<file path="config.mk">
export PLATFORM = sky130hd
export DESIGN_NAME = epoch_bin_pair_averager_flat
export DESIGN_NICKNAME = d
export VERILOG_FILES = /design/src/sv/ebpa_pkg.sv /design/src/sv/ebpa_in_if.sv /design/src/sv/ebpa_out_if.sv /design/src/sv/ebpa_cfg_if.sv /design/src/sv/ebpa_front.sv /design/src/sv/ebpa_fifo.sv /design/src/sv/ebpa_back.sv /design/src/sv/epoch_bin_pair_averager.sv /design/src/flat_wrapper.sv
export VERILOG_INCLUDE_DIRS = /design/src /design/src/sv
export SDC_FILE = /design/constraint.sdc
export NUM_CORES = 1
export LEC_CHECK = 0
export BUFFER_PORTS_ARGS = -buffer_cell sky130_fd_sc_hd__clkbuf_2
export CAP_MARGIN = 25
export CORE_MARGIN = 3
export CORE_UTILIZATION = 40
export CTS_CLUSTER_SIZE = 10
export DETAILED_ROUTE_END_ITERATION = 8
export HOLD_SLACK_MARGIN = 0.12
export PLACE_DENSITY_LB_ADDON = 0.1
export SLEW_MARGIN = 20
export SYNTH_ARGS = -nofsm -noshare
export SYNTH_HDL_FRONTEND = slang
export SYNTH_SLANG_ARGS = --single-unit
</file>
<file path="constraint.sdc">
create_clock -name clk_i -period 12.9 [get_ports clk_i]
set_clock_uncertainty 0.05 [all_clocks]
set_input_delay 0.645 -clock clk_i [delete_from_list [all_inputs] [get_ports clk_i]]
set_output_delay 0.645 -clock clk_i [all_outputs]
set_load 0.02 [all_outputs]
</file>
<file path="src/sv/epoch_bin_pair_averager_assert.svh">
// Assertion macros shared by the epoch bin pair averager modules.
`ifndef EPOCH_BIN_PAIR_AVERAGER_ASSERT_SVH
`define EPOCH_BIN_PAIR_AVERAGER_ASSERT_SVH
`ifndef NO_ASSERTIONS
`define EBPA_ASSERT(lbl, prop, msg) \
  lbl: assert property (@(posedge clk_i) disable iff (!rst_ni) prop) else $error(msg);
`define EBPA_ASSERT_NEVER(lbl, expr, msg) \
  lbl: assert property (@(posedge clk_i) disable iff (!rst_ni) !(expr)) else $error(msg);
`else
`define EBPA_ASSERT(lbl, prop, msg)
`define EBPA_ASSERT_NEVER(lbl, expr, msg)
`endif
`endif

</file>
<file path="src/sv/ebpa_pkg.sv">
// Package with the widths, codes and types of the epoch bin pair averager.
`timescale 1ns / 1ps
package ebpa_pkg;
  localparam int EPOCH_W         = 22;
  localparam int VAL_W           = 24;
  localparam int MAX_PER_BIN     = 1024;
  localparam int CNT_W           = $clog2(MAX_PER_BIN + 1);
  localparam int SUM_W           = VAL_W + $clog2(MAX_PER_BIN);
  localparam int CFG_IDX_W       = 2;
  localparam int CFG_DATA_W      = EPOCH_W;
  localparam int BIN_WIDTH_RESET = 2048;
  localparam int QUEUE_DEPTH     = 2;
  localparam int QPTR_W          = $clog2(QUEUE_DEPTH);
  localparam int QCNT_W          = $clog2(QUEUE_DEPTH + 1);
  localparam int STEP_W          = $clog2(SUM_W);

  typedef enum logic [CFG_IDX_W-1:0] {
    CFG_BIN_WIDTH = CFG_IDX_W'(0),
    CFG_DROP_NEG  = CFG_IDX_W'(1)
  } ebpa_cfg_e;

  typedef enum logic [1:0] {
    BK_IDLE,
    BK_DIV,
    BK_HOLD
  } ebpa_back_e;

  typedef struct packed {
    logic signed [SUM_W-1:0] sum_x;
    logic signed [SUM_W-1:0] sum_y;
    logic [CNT_W-1:0]        count;
  } ebpa_job_t;

  typedef struct packed {
    logic      push;
    ebpa_job_t job;
  } ebpa_push_t;

  typedef struct packed {
    logic full;
    logic empty;
  } ebpa_qstat_t;
endpackage

</file>
<file path="src/sv/ebpa_in_if.sv">
// Input channel carrying one timestamped measurement pair per request.
`timescale 1ns / 1ps
interface ebpa_in_if;
  import ebpa_pkg::*;
  logic                    valid;
  logic                    ready;
  logic [EPOCH_W-1:0]      epoch_value;
  logic signed [VAL_W-1:0] x_value;
  logic signed [VAL_W-1:0] y_value;
  modport source (output valid, epoch_value, x_value, y_value, input ready);
  modport sink (input valid, epoch_value, x_value, y_value, output ready);
endinterface

</file>
<file path="src/sv/ebpa_out_if.sv">
// Output channel carrying the two means of one closed bin per request.
`timescale 1ns / 1ps
interface ebpa_out_if;
  import ebpa_pkg::*;
  logic                    valid;
  logic                    ready;
  logic signed [VAL_W-1:0] mean_x;
  logic signed [VAL_W-1:0] mean_y;
  modport source (output valid, mean_x, mean_y, input ready);
  modport sink (input valid, mean_x, mean_y, output ready);
endinterface

</file>
<file path="src/sv/ebpa_cfg_if.sv">
// Configuration write channel with register index and write data.
`timescale 1ns / 1ps
interface ebpa_cfg_if;
  import ebpa_pkg::*;
  logic                  valid;
  logic                  ready;
  logic [CFG_IDX_W-1:0]  index;
  logic [CFG_DATA_W-1:0] data;
  modport source (output valid, index, data, input ready);
  modport sink (input valid, index, data, output ready);
endinterface

</file>
<file path="src/sv/ebpa_front.sv">
// Front end: configuration registers, bin close test and running sums.
`timescale 1ns / 1ps
`include "epoch_bin_pair_averager_assert.svh"
module ebpa_front (
  input  logic                 clk_i,
  input  logic                 rst_ni,
  ebpa_in_if.sink              in_i,
  ebpa_cfg_if.sink             cfg_i,
  input  ebpa_pkg::ebpa_qstat_t qstat_i,
  output ebpa_pkg::ebpa_push_t  push_o
);
  import ebpa_pkg::*;

  logic [EPOCH_W-1:0]      bin_width_q, bin_width_d;
  logic                    drop_neg_q, drop_neg_d;
  logic [EPOCH_W-1:0]      bin_start_q, bin_start_d;
  logic signed [SUM_W-1:0] sum_x_q, sum_x_d, sum_y_q, sum_y_d;
  logic [CNT_W-1:0]        count_q, count_d;

  logic                    accept;
  logic [EPOCH_W:0]        bin_end;
  logic                    close;
  logic signed [SUM_W-1:0] base_x, base_y, ext_x, ext_y;
  logic [CNT_W-1:0]        base_count;
  logic                    take;

  assign in_i.ready  = !qstat_i.full;
  assign cfg_i.ready = 1'b1;
  assign accept      = in_i.valid && !qstat_i.full;

  assign bin_end = {1'b0, bin_start_q} + {1'b0, bin_width_q};
  assign close   = {1'b0, in_i.epoch_value} > bin_end;

  assign ext_x = {{(SUM_W - VAL_W){in_i.x_value[VAL_W-1]}}, in_i.x_value};
  assign ext_y = {{(SUM_W - VAL_W){in_i.y_value[VAL_W-1]}}, in_i.y_value};

  always_comb begin
    base_x     = close ? '0 : sum_x_q;
    base_y     = close ? '0 : sum_y_q;
    base_count = close ? '0 : count_q;
    take = !(drop_neg_q && (in_i.x_value[VAL_W-1] || in_i.y_value[VAL_W-1])) &&
           (base_count < CNT_W'(MAX_PER_BIN));
  end

  always_comb begin
    bin_start_d = bin_start_q;
    sum_x_d     = sum_x_q;
    sum_y_d     = sum_y_q;
    count_d     = count_q;
    if (accept) begin
      bin_start_d = close ? in_i.epoch_value : bin_start_q;
      sum_x_d     = take ? base_x + ext_x : base_x;
      sum_y_d     = take ? base_y + ext_y : base_y;
      count_d     = take ? base_count + CNT_W'(1) : base_count;
    end
  end

  always_comb begin
    bin_width_d = bin_width_q;
    drop_neg_d  = drop_neg_q;
    if (cfg_i.valid) begin
      case (cfg_i.index)
        CFG_BIN_WIDTH: bin_width_d = cfg_i.data[EPOCH_W-1:0];
        CFG_DROP_NEG:  drop_neg_d  = cfg_i.data[0];
        default:       ;
      endcase
    end
  end

  always_comb begin
    push_o.push      = accept && close && (count_q != '0);
    push_o.job.sum_x = sum_x_q;
    push_o.job.sum_y = sum_y_q;
    push_o.job.count = count_q;
  end

  always_ff @(posedge clk_i or negedge rst_ni) begin
    if (!rst_ni) begin
      bin_width_q <= EPOCH_W'(BIN_WIDTH_RESET);
      drop_neg_q  <= 1'b0;
      bin_start_q <= '0;
      sum_x_q     <= '0;
      sum_y_q     <= '0;
      count_q     <= '0;
    end else begin
      bin_width_q <= bin_width_d;
      drop_neg_q  <= drop_neg_d;
      bin_start_q <= bin_start_d;
      sum_x_q     <= sum_x_d;
      sum_y_q     <= sum_y_d;
      count_q     <= count_d;
    end
  end

  `EBPA_ASSERT(a_count_bound, count_q <= CNT_W'(MAX_PER_BIN), "Sample count above limit.")
  `EBPA_ASSERT(a_restart, accept && close |=> bin_start_q == $past(in_i.epoch_value), "Bin did not restart.")
endmodule

</file>
<file path="src/sv/ebpa_fifo.sv">
// Short queue of closed-bin sums between the front end and the divider.
`timescale 1ns / 1ps
`include "epoch_bin_pair_averager_assert.svh"
module ebpa_fifo (
  input  logic                  clk_i,
  input  logic                  rst_ni,
  input  ebpa_pkg::ebpa_push_t  push_i,
  input  logic                  pop_i,
  output ebpa_pkg::ebpa_qstat_t qstat_o,
  output ebpa_pkg::ebpa_job_t   head_o
);
  import ebpa_pkg::*;

  ebpa_job_t         mem_q [QUEUE_DEPTH];
  logic [QPTR_W-1:0] wr_ptr_q, wr_ptr_d, rd_ptr_q, rd_ptr_d;
  logic [QCNT_W-1:0] cnt_q, cnt_d;

  function automatic logic [QPTR_W-1:0] ptr_next(input logic [QPTR_W-1:0] ptr);
    ptr_next = (ptr == QPTR_W'(QUEUE_DEPTH - 1)) ? '0 : ptr + QPTR_W'(1);
  endfunction

  always_comb begin
    qstat_o.full  = cnt_q == QCNT_W'(QUEUE_DEPTH);
    qstat_o.empty = cnt_q == '0;
    head_o        = mem_q[rd_ptr_q];
    wr_ptr_d      = push_i.push ? ptr_next(wr_ptr_q) : wr_ptr_q;
    rd_ptr_d      = pop_i ? ptr_next(rd_ptr_q) : rd_ptr_q;
    cnt_d         = cnt_q;
    if (push_i.push && !pop_i) begin
      cnt_d = cnt_q + QCNT_W'(1);
    end else if (pop_i && !push_i.push) begin
      cnt_d = cnt_q - QCNT_W'(1);
    end
  end

  always_ff @(posedge clk_i) begin
    if (push_i.push) begin
      mem_q[wr_ptr_q] <= push_i.job;
    end
  end

  always_ff @(posedge clk_i or negedge rst_ni) begin
    if (!rst_ni) begin
      wr_ptr_q <= '0;
      rd_ptr_q <= '0;
      cnt_q    <= '0;
    end else begin
      wr_ptr_q <= wr_ptr_d;
      rd_ptr_q <= rd_ptr_d;
      cnt_q    <= cnt_d;
    end
  end

  `EBPA_ASSERT_NEVER(a_no_overflow, push_i.push && qstat_o.full, "Push into a full queue.")
  `EBPA_ASSERT_NEVER(a_no_underflow, pop_i && qstat_o.empty, "Pop from an empty queue.")
endmodule

</file>
<file path="src/sv/ebpa_back.sv">
// Back end: serial restoring divider for both means and the output register.
`timescale 1ns / 1ps
`include "epoch_bin_pair_averager_assert.svh"
module ebpa_back (
  input  logic                  clk_i,
  input  logic                  rst_ni,
  input  ebpa_pkg::ebpa_qstat_t qstat_i,
  input  ebpa_pkg::ebpa_job_t   head_i,
  output logic                  pop_o,
  ebpa_out_if.source            out_o
);
  import ebpa_pkg::*;

  ebpa_back_e              state_q, state_d;
  logic [STEP_W-1:0]       step_q, step_d;
  logic [CNT_W-1:0]        div_q, div_d;
  logic [CNT_W-1:0]        rem_x_q, rem_x_d, rem_y_q, rem_y_d;
  logic [SUM_W-1:0]        quo_x_q, quo_x_d, quo_y_q, quo_y_d;
  logic                    neg_x_q, neg_x_d, neg_y_q, neg_y_d;
  logic signed [VAL_W-1:0] mean_x_q, mean_x_d, mean_y_q, mean_y_d;

  logic [CNT_W:0]          part_x, part_y, sub_x, sub_y;
  logic                    ge_x, ge_y;
  logic [SUM_W-1:0]        res_x, res_y;

  always_comb begin
    state_d = state_q;
    case (state_q)
      BK_IDLE: if (!qstat_i.empty) state_d = BK_DIV;
      BK_DIV:  if (step_q == '0) state_d = BK_HOLD;
      BK_HOLD: if (out_o.ready) state_d = BK_IDLE;
      default: state_d = BK_IDLE;
    endcase
  end

  always_comb begin
    pop_o       = 1'b0;
    out_o.valid = 1'b0;
    case (state_q)
      BK_IDLE: pop_o = !qstat_i.empty;
      BK_HOLD: out_o.valid = 1'b1;
      default: ;
    endcase
  end

  assign out_o.mean_x = mean_x_q;
  assign out_o.mean_y = mean_y_q;

  always_comb begin
    part_x  = {rem_x_q, quo_x_q[SUM_W-1]};
    part_y  = {rem_y_q, quo_y_q[SUM_W-1]};
    sub_x   = part_x - {1'b0, div_q};
    sub_y   = part_y - {1'b0, div_q};
    ge_x    = part_x >= {1'b0, div_q};
    ge_y    = part_y >= {1'b0, div_q};
    step_d  = step_q;
    div_d   = div_q;
    rem_x_d = rem_x_q;
    rem_y_d = rem_y_q;
    quo_x_d = quo_x_q;
    quo_y_d = quo_y_q;
    neg_x_d = neg_x_q;
    neg_y_d = neg_y_q;
    mean_x_d = mean_x_q;
    mean_y_d = mean_y_q;
    res_x   = '0;
    res_y   = '0;
    if (pop_o) begin
      step_d  = STEP_W'(SUM_W - 1);
      div_d   = head_i.count;
      rem_x_d = '0;
      rem_y_d = '0;
      neg_x_d = head_i.sum_x[SUM_W-1];
      neg_y_d = head_i.sum_y[SUM_W-1];
      quo_x_d = head_i.sum_x[SUM_W-1] ? ~head_i.sum_x + SUM_W'(1) : head_i.sum_x;
      quo_y_d = head_i.sum_y[SUM_W-1] ? ~head_i.sum_y + SUM_W'(1) : head_i.sum_y;
    end else if (state_q == BK_DIV) begin
      step_d  = step_q - STEP_W'(1);
      rem_x_d = ge_x ? sub_x[CNT_W-1:0] : part_x[CNT_W-1:0];
      rem_y_d = ge_y ? sub_y[CNT_W-1:0] : part_y[CNT_W-1:0];
      quo_x_d = {quo_x_q[SUM_W-2:0], ge_x};
      quo_y_d = {quo_y_q[SUM_W-2:0], ge_y};
      if (step_q == '0) begin
        res_x    = neg_x_q ? ~quo_x_d + SUM_W'(1) : quo_x_d;
        res_y    = neg_y_q ? ~quo_y_d + SUM_W'(1) : quo_y_d;
        mean_x_d = res_x[VAL_W-1:0];
        mean_y_d = res_y[VAL_W-1:0];
      end
    end
  end

  always_ff @(posedge clk_i) begin
    div_q    <= div_d;
    rem_x_q  <= rem_x_d;
    rem_y_q  <= rem_y_d;
    quo_x_q  <= quo_x_d;
    quo_y_q  <= quo_y_d;
    neg_x_q  <= neg_x_d;
    neg_y_q  <= neg_y_d;
    mean_x_q <= mean_x_d;
    mean_y_q <= mean_y_d;
  end

  always_ff @(posedge clk_i or negedge rst_ni) begin
    if (!rst_ni) begin
      state_q <= BK_IDLE;
      step_q  <= '0;
    end else begin
      state_q <= state_d;
      step_q  <= step_d;
    end
  end

  `EBPA_ASSERT(a_div_nonzero, state_q == BK_DIV |-> div_q != '0, "Division by a zero count.")
  `EBPA_ASSERT(a_div_done, state_q == BK_DIV && step_q == '0 |=> state_q == BK_HOLD, "Divider did not finish.")
endmodule

</file>
<file path="src/sv/epoch_bin_pair_averager.sv">
// Top level of the two-channel time-binned averager.
`timescale 1ns / 1ps
// The block takes one measurement pair per clock cycle while its two-entry
// queue of closed bins has room. A pair whose epoch lies beyond the open bin
// closes that bin; if the bin held samples, its sums go to the queue. The back
// end pops the oldest sums when idle, runs the 34-step restoring divider that
// forms both quotients side by side, and then holds a request with both means
// until the output is ready. Bins may close while the divider works on an
// earlier bin; the input stalls only when two closed bins already wait.
// The last open bin is never reported.
// Configuration writes are taken in any cycle and should be made while idle.
module epoch_bin_pair_averager (
  input  logic       clk_i,
  input  logic       rst_ni,
  ebpa_in_if.sink    in_i,
  ebpa_out_if.source out_o,
  ebpa_cfg_if.sink   cfg_i
);
  import ebpa_pkg::*;

  ebpa_push_t  push;
  ebpa_qstat_t qstat;
  ebpa_job_t   head;
  logic        pop;

  ebpa_front u_front (
    .clk_i   (clk_i),
    .rst_ni  (rst_ni),
    .in_i    (in_i),
    .cfg_i   (cfg_i),
    .qstat_i (qstat),
    .push_o  (push)
  );

  ebpa_fifo u_fifo (
    .clk_i   (clk_i),
    .rst_ni  (rst_ni),
    .push_i  (push),
    .pop_i   (pop),
    .qstat_o (qstat),
    .head_o  (head)
  );

  ebpa_back u_back (
    .clk_i   (clk_i),
    .rst_ni  (rst_ni),
    .qstat_i (qstat),
    .head_i  (head),
    .pop_o   (pop),
    .out_o   (out_o)
  );
endmodule

</file>
<file path="src/flat_wrapper.sv">
// flat-port wrapper written by rule: the top's interface ports become plain ports
module epoch_bin_pair_averager_flat import ebpa_pkg::*;
  (clk_i, rst_ni, in_i_valid, in_i_epoch_value, in_i_x_value, in_i_y_value, in_i_ready, out_o_valid, out_o_mean_x, out_o_mean_y, out_o_ready, cfg_i_valid, cfg_i_index, cfg_i_data, cfg_i_ready);
  ebpa_in_if in_i_i ();
  ebpa_out_if out_o_i ();
  ebpa_cfg_if cfg_i_i ();
  input  logic clk_i;
  input  logic rst_ni;
  input wire logic [$bits(in_i_i.valid)-1:0] in_i_valid;
  input wire logic [$bits(in_i_i.epoch_value)-1:0] in_i_epoch_value;
  input wire logic [$bits(in_i_i.x_value)-1:0] in_i_x_value;
  input wire logic [$bits(in_i_i.y_value)-1:0] in_i_y_value;
  output wire logic [$bits(in_i_i.ready)-1:0] in_i_ready;
  output wire logic [$bits(out_o_i.valid)-1:0] out_o_valid;
  output wire logic [$bits(out_o_i.mean_x)-1:0] out_o_mean_x;
  output wire logic [$bits(out_o_i.mean_y)-1:0] out_o_mean_y;
  input wire logic [$bits(out_o_i.ready)-1:0] out_o_ready;
  input wire logic [$bits(cfg_i_i.valid)-1:0] cfg_i_valid;
  input wire logic [$bits(cfg_i_i.index)-1:0] cfg_i_index;
  input wire logic [$bits(cfg_i_i.data)-1:0] cfg_i_data;
  output wire logic [$bits(cfg_i_i.ready)-1:0] cfg_i_ready;
  assign in_i_i.valid = in_i_valid;
  assign in_i_i.epoch_value = in_i_epoch_value;
  assign in_i_i.x_value = in_i_x_value;
  assign in_i_i.y_value = in_i_y_value;
  assign in_i_ready = in_i_i.ready;
  assign out_o_valid = out_o_i.valid;
  assign out_o_mean_x = out_o_i.mean_x;
  assign out_o_mean_y = out_o_i.mean_y;
  assign out_o_i.ready = out_o_ready;
  assign cfg_i_i.valid = cfg_i_valid;
  assign cfg_i_i.index = cfg_i_index;
  assign cfg_i_i.data = cfg_i_data;
  assign cfg_i_ready = cfg_i_i.ready;
  epoch_bin_pair_averager u_core (.clk_i(clk_i), .rst_ni(rst_ni), .in_i(in_i_i), .out_o(out_o_i), .cfg_i(cfg_i_i));
endmodule
</file>
Yosys cells after proc, flatten, opt, wreduce, memory -nomap -nowiden
Memories as Yosys holds them, arrays and structs flattened.
Index checks and enable logic that the tools add are counted.
Widths: inputs -> output; s select.

storage, ports and cells
  bits in read-only memories = 0
  bits in registers = 287
  logic and storage cells = 107
  memories = 1
  output and inout bits = 51
  bits in latches = 0
  bits in writable memories = 158
  input bits = 99

operators by class
  mux-type cells = 30
  shifts and indexed selects = 0
  div/mod/pow operators = 0
  $lt $le $gt $ge = 4
  equality and inequality tests = 7
  $mul = 0
  add/sub/neg operators = 15
  bitwise logic cells = 5
  reductions and logical operators = 25

memories
  name                 words  width  rd ports  clocked after Yosys merged registers in  write ports  line             text
  u_core.u_fifo.mem_q  2      79     1         0                                        1            ebpa_fifo.sv:14  ebpa_job_t mem_q [QUEUE_DEPTH];

operator list
  operator               number
  $mux 34                10
  $add 34x2->34 const B  2
  $add 34x24->34         2
  $not 34->34            2
  $add 24x1->24 const B  2
  $mux 24                2
  $not 24->24            2
  $mux 11                4
  $ge 12x11->1           2
  $add 22x22->23         1
  $gt 22x23->1           1
  $sub 11x11->11         2
  $mux 6                 2
  $add 11x1->11 const B  1
  $lt 11x11->1 const B   1
  $reduce_bool 11->1     1
  $mux 2                 5
  $logic_and 1x1->1      7
  $logic_not 2->1        3
  $logic_not 6->1        1
  $mux 1                 6
  $pmux 2 s3             1
  $reduce_and 2->1       3
  $reduce_and 3->1       2
  other kinds (12)       21

Depth between registers and ports, before layout
Gate-level depths: netlist of run 1.

  depth in word-level cells = 9
  mapped depth = 33
  mapped depth without buffers = 31

By module
From an unflattened synthesis of run 1, not the netlist that was laid out.

second synthesis, totals
  cells, all modules = 2,202
  area total of the unflattened synthesis = 24,962.7 sq um

modules (own cells, without submodules)
  module      instances  area an instance (sq um)  sequential area each (sq um)  cells an instance
  ebpa_front  1          9,584.2                   3,104.2                       1,046
  ebpa_back   1          9,090.0                   4,514.3                       894
  ebpa_fifo   1          6,288.5                   4,844.6                       262

Least setup slack after synthesis of run 1
No wires, ideal clock.

  path kind = flip-flop to flip-flop
  start = register u_core.u_front.bin_width_q[1]
  end = memory u_core.u_fifo.mem_q[0][0] in the netlist's numbering, enable pin
  arrival time = 8.353 ns
  stages on the path, launching flop included = 22
  slack = 3.971 ns
  buffers on the path = 0
  required time = 12.324 ns
  setup time = 0.526 ns
  cell sequence = dfrtp_1 -> ha_1 -> a21o_1 -> a21oi_1 -> o21ai_1 -> a31oi_1 -> o22ai_1 -> or4_1 -> a311oi_1 -> o21bai_1 -> a21oi_1 -> xor2_1 -> ha_1 -> nand4_1 -> nor4_1 -> o21a_1 -> o31a_1 -> o21ai_0 -> a41oi_1 -> nand2_1 -> a31oi_1 -> nor2b_1

RTL lines
  what                    line              text
  from (decl)             ebpa_front.sv:14  logic [EPOCH_W-1:0] bin_width_q, bin_width_d;
  from (signal assigned)  ebpa_front.sv:79  bin_width_q <= EPOCH_W'(BIN_WIDTH_RESET);
  from (signal assigned)  ebpa_front.sv:86  bin_width_q <= bin_width_d;
  to (decl)               ebpa_fifo.sv:14

Worst setup path in the final report of run 1
  start = register u_core.u_front.bin_width_q[1]
  end = register u_core.u_front.sum_y_q[32]

on the way
  longest elaborated chain between the ends = 6
  elaborated cells between the ends (all ways) = 8
  those cells by class = add/sub: 2; order compare: 2; mux: 3; reduce/logical: 1

ends and longest elaborated chain
  what                                                                    line              text
  $add 22x22->23 (*)                                                      ebpa_front.sv:31  assign bin_end = {1'b0, bin_start_q} + {1'b0, bin_width_q};
  $gt 22x23->1 (*)                                                        ebpa_front.sv:32  assign close = {1'b0, in_i.epoch_value} > bin_end;
  parallel branches: the longest is 3 deep, another holds $add 34x24->34  -
  $mux 34 (*)                                                             ebpa_front.sv:53  sum_y_d = take ? base_y + ext_y : base_y;
  to (signal assigned)                                                    ebpa_front.sv:90  sum_y_q <= sum_y_d;
  to (decl)                                                               ebpa_front.sv:17  logic signed [SUM_W-1:0] sum_x_q, sum_x_d, sum_y_q, sum_y_d;

Every way passes the cells marked *.
A chain may end at the register's enable or synchronous reset.

==> results of run 1 <==
[sequential cells by signal, summed over array words and instances (netlist names), 11 cells and up]
name	count
u_core.u_back.quo_y_q	34
u_core.u_back.rem_x_q	11
u_core.u_back.div_q	11
u_core.u_back.out_o.mean_x	24
u_core.u_front.bin_start_q	22
u_core.u_front.sum_y_q	34
u_core.u_back.quo_x_q	34
u_core.u_front.bin_width_q	22
u_core.u_fifo.mem_q	158
u_core.u_back.rem_y_q	11
u_core.u_front.sum_x_q	34
u_core.u_back.out_o.mean_y	24
u_core.u_front.count_q	11
[logic make-up (layout without fill, tap and decap cells)]
family	count (synthesis)	in the layout	synth area share (%)
adders and majority gates	145	145	7.48
xor gates and xnor gates	200	200	7.08
other	1	2	0.0152
muxes	135	135	5.80
AOI/OAI and AO/OA	563	563	15.0
and+or+nand+nor	580	580	12.0
DFF	445	445	50.4
buffers and inverters	140	331	2.27
[layout make-up]
type	instances	area, sq um	area share (%)
Sequential cell	445	12500	44.5
Multi-Input combinational cell	1624	11800	42.1
Clock buffer	90	1510	5.38
Tap cell	782	978	3.50
Timing Repair Buffer	169	927	3.31
Inverter	63	236	0.845
Clock inverter	9	92.6	0.331
Antenna cell	1	2.50	0.00894
[layout by cell type, fill, tap and decap left out, types with 46 or more instances in the layout]
cell         n
mux2i_1     69
clkbuf_2   147
nand2_1    188
mux2_2      63
edfxtp_1   287
inv_1       61
clkbuf_16   53
a21o_1      46
dfrtp_1    134
a22o_1      69
nor2b_1     89
nor2_1      84
o21ai_0    140
xor2_1      75
a21oi_1    112
xnor2_1    125
ha_1       140
[report_power, final]
part / leakage, nW / switching [mW] / internal [mW]
Sequential: 4.60 / 0.386 / 2.17
Clock: 0.766 / 0.573 / 0.809
Combinational: 6.12 / 2.29 / 1.76
Total: 11.5 / 3.25 / 4.75
[path summary, 6_finish.rpt]
path	start	to	slack, ps	cells after the start
max in group asynchronous	rst_ni	u_core.u_front.bin_start_q[8]$_DFFE_PN0P_	10910	3
hold / removal	cfg_i_data[9]	u_core.u_front.bin_width_q[9]$_DFFE_PN0P_	250	2
setup / recovery	u_core.u_front.bin_width_q[1]$_DFFE_PN0P_	u_core.u_front.sum_y_q[32]$_DFFE_PN0P_	3770	33
min in group asynchronous	rst_ni	u_core.u_front.sum_y_q[12]$_DFFE_PN0P_	630	2
hold reg to reg	u_core.u_back.rem_x_q[10]$_SDFFE_PP0P_	u_core.u_back.rem_x_q[10]$_SDFFE_PP0P_	420	1
setup reg to reg	u_core.u_front.bin_width_q[1]$_DFFE_PN0P_	u_core.u_front.sum_y_q[32]$_DFFE_PN0P_	3770	33
[per-stage QoR]
| step | util (%) | area (sq um) | power (mW) | hold slack, ps |
|---|---|---|---|---|
| global placement | 43.3 | 26400 | 6.58 | 401 |
| CTS | 46.0 | 28000 | 8.09 | 208 |
| finish | 46.0 | 28000 | 8.00 | 248 |
| floorplan | - | 24700 | 5.68 | 299 |
| global route | 46.0 | 28000 | 8.70 | 215 |
| detailed placement | 43.4 | 26400 | 6.66 | 411 |
[layer usage]
layer | routed length, um | part of all wire, %
met5 | 0 | 0
met3 | 2440 | 4.4
met4 | 1120 | 2.0
met2 | 24500 | 44
met1 | 27600 | 50
==> impl_metrics.py, run 1 <==
metrics = {
    "detailed_routing": {
        "ant_nets": 0,
        "routed_wl_um": 55700,
        "drc": 0,
        "dr.pass1.iters": 5,
        "vias": 16900,
        "wire_per_inst_um": 17.5,
        "drt_iter0_markers": 781,
        "viasPerCell": 5.32,
    },
    "timing": {
        "fin_crit_ps": 9130,
        "tightestPinTransition_ps": 872,
        "setup_tns_ps": 0,
        "drv_slew": 0,
        "rsz0062_at_grt": "false",
        "setup_viol": 0,
        "fin_ws_ps": 3770,
        "min_period_over_period_pct": 70.8,
        "relSlewSlack_pct": 41.9,
        "max_freq_mhz": 110,
        "hold_violations": 0,
    },
    "critical_path": {
        "worstSetupPathType": "flip-flop to flip-flop",
        "critPathBufInv": 2,
        "critical_path.slowest_cell": "buf_4",
        "critical_path.max_fanout": 60,
        "cp.arrival_ps": 9550,
        "slowest_delay_ps": 610,
        "cp.required_ps": 13320,
        "start_kind": "flip-flop",
        "endpoint_kind": "flip-flop",
        "cpLargestDelayFamily": "compound AO/OA/AOI/OAI gates",
    },
    "logic_synthesis": {
        "yosys_warnings": 0,
        "syn_area_sq_mm": 0.0247,
        "syn-instance-count": 2209,
        "synth_top_area_share_pct": 34.8,
        "synth_most_common_cell": "edfxtp_1",
        "synth_edf_count": 287,
        "synth.avg_cell_area_sq_um": 11.2,
        "async_flop_share_pct": 30.6,
        "ys.flop_type": "edfxtp_1",
        "ys_ff_latch": 445,
        "synth_fp_nets": 2453,
        "synthTopCellsByCount": "edfxtp_1 (287), nand2_1 (188), ha_1 (140), o21ai_0 (140), dfrtp_1 (135)",
        "yosysTopAreaCell": "edfxtp_1",
        "synth_area_leaders": "edfxtp_1 (35%), dfrtp_1 (14%), ha_1 (7.1%)",
        "seq_area_frac_synth_pct": 50.4,
        "synth_cell_types": 92,
    },
    "global_route": {
        "use_met1_pct": 25.0,
        "grtUsageMet2_pct": 26.5,
        "grt_util_met3_pct": 2.89,
        "grt_max_degree": 80,
        "overflow": 0,
        "busiest_layer": "met2",
        "grt_pass1_wl_um": 89400,
        "antenna_found_initial": 1,
        "first_global_vias": 16600,
        "grt_usage_pct": 17.1,
    },
    "place": {
        "dpl_worst_slack_ps": 3780,
        "io_buffers": 148,
        "dp_cells": 3082,
        "dp_hpwl_um": 40000,
        "gp_congestion": 0.833,
    },
    "job": {
        "cap_violations": 0,
    },
    "die": {
        "die_y_um": 255,
        "die-area_sq_mm": 0.0649,
        "io_pins": 150,
        "dieWidth_um": 255,
        "rows": 90,
        "core_sq_mm": 0.0608,
        "initial_core_util_pct": 40.7,
    },
    "pwr": {
        "p_leak_nw": 11.5,
        "cellPowerDensity_mw_per_mm2": 286,
        "peakVddDrop_uv": 163,
    },
    "final_layout": {
        "drive_gt1_share_pct": 13.9,
        "final_cells": 3183,
        "fillers": 5665,
        "syn_to_final_growth_pct": 13.1,
        "nets": 2600,
    },
    "outcome": {
        "status": "completed",
    },
    "worst_hold_path": {
        "hold_path.class": "input pin to flip-flop",
    },
    "clocking": {
        "ctsHtreeMaxLevel": 2,
        "cts_setup_buffers": 0,
        "hold_buffers": 1,
        "path_clk_slew_ps": 60,
        "clkSinkCount": 445,
        "post_cts_resized": 0,
        "cts_buffers": 53,
        "clock_latency_ps": 590,
        "cts_buffer_depth": 3,
        "root_buffer": "clkbuf_16",
        "cts_tree": "yes",
    },
}
(Power assumes the default switching activity.)
==> run 2, diff against run 1 <==
==> constraint.sdc (replaced) <==
create_clock -name clk_i -period 8.6 [get_ports clk_i]
set_clock_uncertainty 0.05 [all_clocks]
set_input_delay 0.43 -clock clk_i [delete_from_list [all_inputs] [get_ports clk_i]]
set_output_delay 0.43 -clock clk_i [all_outputs]
set_load 0.02 [all_outputs]
==> impl_metrics.py, run 2 (synthesis results as in run 1) <==
metrics = {
    "critical_path": {
        "start_kind": "flip-flop",
        "cp.required_ps": 9020,
        "critical_path.max_fanout": 6,
        "critical_path.slowest_cell": "or4_1",
        "cp.arrival_ps": 8590,
        "worstSetupPathType": "flip-flop to flip-flop",
        "startpoint": "u_core.u_front.bin_width_q[1]$_DFFE_PN0P_",
        "r2r_slack_ps": 420,
        "slowest_delay_ps": 540,
        "worstReg2RegStart": "u_core.u_front.bin_width_q[1]$_DFFE_PN0P_",
        "endpoint_kind": "flip-flop",
    },
    "final_layout": {
        "multi_input_area_sq_mm": 0.0118,
        "layout_commonest_cell": "edfxtp_1",
        "top_register": "u_core.u_fifo.mem_q",
        "diodes": 0,
        "drive_gt1_share_pct": 14.4,
        "mostFrequentLayoutCells": "edfxtp_1 (287), nand2_1 (188), clkbuf_2 (147)",
        "fillers": 5514,
        "syn_to_final_growth_pct": 15.7,
        "nets": 2654,
        "largest_register_ffs": 158,
        "seqCellArea_sq_mm": 0.0125,
        "final_cell_area_sq_mm": 0.0286,
    },
    "detailed_routing": {
        "viasPerCell": 5.25,
        "drc": 0,
        "dr.pass1.iters": 6,
        "vias": 17000,
        "wire_per_inst_um": 17.5,
        "drt_iter0_markers": 880,
        "ant_nets": 0,
        "routed_wl_um": 56500,
    },
    "place": {
        "dpl_worst_slack_ps": -135,
        "dp_hpwl_um": 40200,
        "gp_congestion": 0.895,
        "post_dp_cell_area_sq_mm": 0.0264,
        "io_buffers": 148,
    },
    "timing": {
        "setup_viol": 0,
        "tightestPinTransition_ps": 897,
        "fin_ws_ps": 423,
        "max_freq_mhz": 122,
        "rsz0062_at_grt": "false",
        "hold_violations": 0,
        "drv_slew": 0,
        "min_period_over_period_pct": 95.1,
        "fin_crit_ps": 8180,
        "relSlewSlack_pct": 40.2,
    },
    "global_route": {
        "grt_usage_pct": 17.5,
        "antenna_found_initial": 1,
        "first_global_vias": 16800,
        "grt_max_degree": 88,
        "grt_pass1_wl_um": 91400,
        "overflow": 0,
    },
    "die": {
        "rows": 90,
        "dieWidth_um": 255,
        "die-area_sq_mm": 0.0649,
        "initial_core_util_pct": 40.7,
        "die_y_um": 255,
        "core_sq_mm": 0.0608,
        "io_pins": 150,
    },
    "outcome": {
        "status": "completed",
    },
    "clocking": {
        "root_buffer": "clkbuf_16",
        "cts_buffers": 54,
        "path_clk_slew_ps": 50,
        "ctsHtreeMaxLevel": 2,
        "clock_latency_ps": 590,
        "cts_tree": "yes",
        "cts_buffer_depth": 3,
        "clkSinkCount": 445,
    },
    "pwr": {
        "cellPowerDensity_mw_per_mm2": 428,
        "p_leak_nw": 11.8,
        "peakVddDrop_uv": 173,
    },
    "worst_hold_path": {
        "hold_path.class": "input pin to flip-flop",
        "min_from": "in_i_x_value[0]",
    },
    "job": {
        "cap_violations": 0,
    },
}
run 2: changes by cell type in the layout (fill, tap and decap cells not counted), moves of 2 or more:
| cell | previous run | this run |
|---|---|---|
| buf_12 | 0 | 3 |
| dlygate4sd3_1 | 1 | 46 |
| buf_4 | 19 | 25 |
| clkbuf_1 | 33 | 31 |
| clkinv_8 | 2 | 0 |
| clkinv_2 | 2 | 4 |
| a31oi_2 | 0 | 2 |
| a31oi_1 | 16 | 14 |
| clkbuf_16 | 53 | 57 |
run 2: area by class of cell:
type	count	area share, %
tap	782	3.42
multi-input combinational	1624	41.3
clock inverter	8	0.214
sequential	445	43.5
inverter	63	0.826
clock buffer	93	5.63
timing repair buffer	222	5.08
run 2: metrics by stage:
step / instances / setup TNS [ps] / hold slack, ps / util, % / total power, mW
after floorplan: 2209 / 0 / 84.4 / - / 8.52
after global placement: 3088 / 0 / 406 / 43.5 / 9.96
after detailed placement: 3088 / -176 / 426 / 43.5 / 10.1
after CTS: 3237 / 0 / 139 / 47.0 / 12.4
after global routing: 3237 / 0 / 146 / 47.1 / 13.3
final: 3237 / 0 / 177 / 47.1 / 12.3
run 2: path summary, 6_finish.rpt:
kind                            depth (start not counted)                                endpoint
worst max-delay path                                   32  u_core.u_front.sum_x_q[32]$_DFFE_PN0P_
max in group asynchronous                               3  u_core.u_front.sum_x_q[10]$_DFFE_PN0P_
worst max register to register                         32  u_core.u_front.sum_x_q[32]$_DFFE_PN0P_
min in group asynchronous                               2  u_core.u_front.sum_y_q[13]$_DFFE_PN0P_
worst min-delay path                                    3   u_core.u_front.sum_x_q[0]$_DFFE_PN0P_
worst min register to register                          1     u_core.u_back.step_q[4]$_DFFE_PN0P_
run 2: routing by layer:
metal  wire length (um)  global-route usage [%]  vias to the layer above
li1                   -                       -                     8589
met1              28200                    25.7                     8095
met2              25100                    27.2                      248
met3               2080                    2.67                       71
met4               1120                    4.59                        0
met5                  0                       0                        -
run 2: repair_timing:
item	4_1_cts	5_1_grt
hold endpoints to repair	131	0
gates resized for setup	0	6
hold buffers	46	0
setup buffers	2	0
endpoints found under the setup margin	2	8
run 2: report_power, final:
group | internal, mW | leakage [nW] | switching (mW) | total, mW
logic | 2.76 | 6.36 | 3.51 | 6.27
clock network | 1.29 | 0.809 | 0.855 | 2.14
registers | 3.26 | 4.60 | 0.580 | 3.84
total | 7.31 | 11.8 | 4.95 | 12.3
run 2: worst max-delay path, delay by kind of cell (launching register included):
kind            cells  cell delay [ps]
compound gates     21             4760
xor+xnor            2              230
fa+ha+maj           4             1300
buf+inv             1              160
flops               1              420
simple gates        4             1130
==> run 3, diff against run 2 <==
--- a/config.mk
+++ b/config.mk
@@ -6,12 +6,13 @@
 export SDC_FILE = /design/constraint.sdc
 export NUM_CORES = 1
 export LEC_CHECK = 0
-export BUFFER_PORTS_ARGS = -buffer_cell sky130_fd_sc_hd__clkbuf_2
 export CAP_MARGIN = 25
 export CORE_MARGIN = 3
 export CORE_UTILIZATION = 40
+export CTS_BUF_LIST = sky130_fd_sc_hd__clkbuf_8
 export CTS_CLUSTER_SIZE = 10
 export DETAILED_ROUTE_END_ITERATION = 8
+export DONT_BUFFER_PORTS = 1
 export HOLD_SLACK_MARGIN = 0.12
 export PLACE_DENSITY_LB_ADDON = 0.1
 export SLEW_MARGIN = 20
==> impl_metrics.py, run 3 (synthesis results as in run 1) <==
metrics = {
    "global_route": {
        "overflow": 0,
        "grt_pass1_wl_um": 92300,
        "antenna_found_initial": 2,
        "grt_max_degree": 137,
        "grt_usage_pct": 17.9,
        "first_global_vias": 16700,
    },
    "detailed_routing": {
        "routed_wl_um": 58000,
        "drt_iter0_markers": 799,
        "wire_per_inst_um": 18.4,
        "dr.pass1.iters": 5,
        "viasPerCell": 5.33,
        "drc": 0,
        "vias": 16800,
        "ant_nets": 0,
    },
    "timing": {
        "tightestPinTransition_ps": 1010,
        "drv_slew": 0,
        "relSlewSlack_pct": 32.4,
        "fin_crit_ps": 8010,
        "max_freq_mhz": 125,
        "fin_hold_ws_ps": 209,
        "setup_tns_ps": 0,
        "hold_violations": 0,
        "setup_viol": 0,
        "min_period_over_period_pct": 93.1,
        "rsz0062_at_grt": "false",
    },
    "pwr": {
        "cellPowerDensity_mw_per_mm2": 435,
        "peakVddDrop_uv": 216,
        "p_leak_nw": 11.3,
        "total_power_mw": 12.2,
    },
    "critical_path": {
        "cpMostUsedCell": "o21ai_1",
        "critical_path.max_fanout": 21,
        "slowest_delay_ps": 540,
        "timing.rr.end": "u_core.u_front.sum_y_q[32]$_DFFE_PN0P_",
        "r2r_cells": 33,
        "start_kind": "flip-flop",
        "worstSetupPathType": "flip-flop to flip-flop",
        "cp.arrival_ps": 8480,
        "worstReg2RegStart": "u_core.u_front.bin_width_q[1]$_DFFE_PN0P_",
        "critical_path.slowest_cell": "or4_1",
        "r2r_slack_ps": 590,
        "endpoint_kind": "flip-flop",
        "cp.required_ps": 9080,
    },
    "clocking": {
        "cts_tree": "yes",
        "cts_buffers": 82,
        "clkSinkCount": 445,
        "path_clk_slew_ps": 70,
        "cts_buffer_depth": 3,
        "clock_latency_ps": 640,
        "ctsHtreeMaxLevel": 3,
        "root_buffer": "clkbuf_8",
    },
    "die": {
        "die-area_sq_mm": 0.0649,
        "rows": 90,
        "initial_core_util_pct": 40.7,
        "io_pins": 150,
        "core_sq_mm": 0.0608,
        "dieWidth_um": 255,
        "die_y_um": 255,
    },
    "job": {
        "cap_violations": 0,
    },
    "final_layout": {
        "largest_register_ffs": 158,
        "final_cells": 3149,
        "drive_gt1_share_pct": 10.7,
        "layout_commonest_cell": "edfxtp_1",
        "fillers": 5706,
        "top_register": "u_core.u_fifo.mem_q",
        "syn_to_final_growth_pct": 13.3,
        "nets": 2544,
        "mostFrequentLayoutCells": "edfxtp_1 (287), nand2_1 (188), ha_1 (140)",
    },
    "outcome": {
        "status": "completed",
    },
    "place": {
        "io_buffers": 0,
        "dp_hpwl_um": 40800,
        "gp_congestion": 0.860,
        "dp_cells": 2938,
    },
    "worst_hold_path": {
        "holdPathStages": 4,
        "min_to": "u_core.u_front.sum_x_q[31]$_DFFE_PN0P_",
        "hold_path.class": "input pin to flip-flop",
        "min_from": "in_i_x_value[23]",
    },
}
==> run 3: changes by cell type in the layout (fill, tap and decap cells not counted), moves of 6 or more <==
cell and delta:
clkbuf_1 -31, clkbuf_16 -56, dlygate4sd3_1 +8, inv_1 +24
clkbuf_2 -147, clkinvlp_4 +6, clkinv_1 +10, clkbuf_8 +89
==> run 3: where the power goes <==
group	switching [mW]	internal [mW]
logic	3.48	2.77
clock network	0.901	1.15
registers	0.632	3.26
==> run 3: critical path: cells and delay by family (launching register included) <==
family          cells  cell delay (ps)
compound gates     20             3950
xor+xnor            1              100
fa+ha+maj           4             1260
buf+inv             2              310
flops               1              410
simple gates        6             1790
==> run 3: stage by stage <==
| stage | setup WS (ps) | utilization [%] | instance area [sq um] |
|---|---|---|---|
| global route | 32.8 | 46.1 | 28000 |
| floorplan | 765 | - | 24700 |
| CTS | 116 | 45.9 | 27900 |
| global placement | 222 | 42.2 | 25700 |
| finish | 594 | 46.1 | 28000 |
| detailed placement | -33.2 | 42.2 | 25700 |
==> run 3: how the worst max path moves through the flow <==
stage	from	to	depth (start not counted)
6_report	u_core.u_front.bin_width_q[1]$_DFFE_PN0P_	u_core.u_front.sum_y_q[32]$_DFFE_PN0P_	33
3_5_place_dp	u_core.u_front.bin_width_q[1]$_DFFE_PN0P_	u_core.u_front.sum_x_q[32]$_DFFE_PN0P_	31
2_1_floorplan	u_core.u_front.bin_width_q[1]$_DFFE_PN0P_	u_core.u_front.sum_y_q[32]$_DFFE_PN0P_	33
5_1_grt	u_core.u_front.bin_width_q[1]$_DFFE_PN0P_	u_core.u_front.sum_y_q[32]$_DFFE_PN0P_	33
3_3_place_gp	u_core.u_front.bin_width_q[1]$_DFFE_PN0P_	u_core.u_front.sum_x_q[32]$_DFFE_PN0P_	31
4_1_cts	u_core.u_front.bin_width_q[1]$_DFFE_PN0P_	u_core.u_front.sum_y_q[32]$_DFFE_PN0P_	32
==> run 3: repair_timing <==
action,in CTS,in global routing
pin swaps,0,1
endpoints found under the hold margin,189,0
hold buffers,55,0
gates resized for setup,1,7
gates cloned,0,1
endpoints found under the setup margin,1,13
buffers inserted,0,4
==> run 3: final cells by class <==
type | count | area (sq um) | area share (%)
clock buffer | 94 | 1290 | 4.62
inverter | 63 | 236 | 0.844
sequential | 445 | 12500 | 44.5
clock inverter | 56 | 374 | 1.34
timing repair buffer | 84 | 852 | 3.04
tap | 782 | 978 | 3.49
multi-input combinational | 1624 | 11800 | 42.2
antenna | 1 | 2.50 | 0.00893
==> run 3: per-layer routing <==
layer  routed length, um  track usage (%)  up-vias
met1               28500             25.8     7972
met5                   0                0        -
met4                1240             5.38        0
li1                    -                -     8404
met3                2670             3.24       78
met2               25600             27.4      315
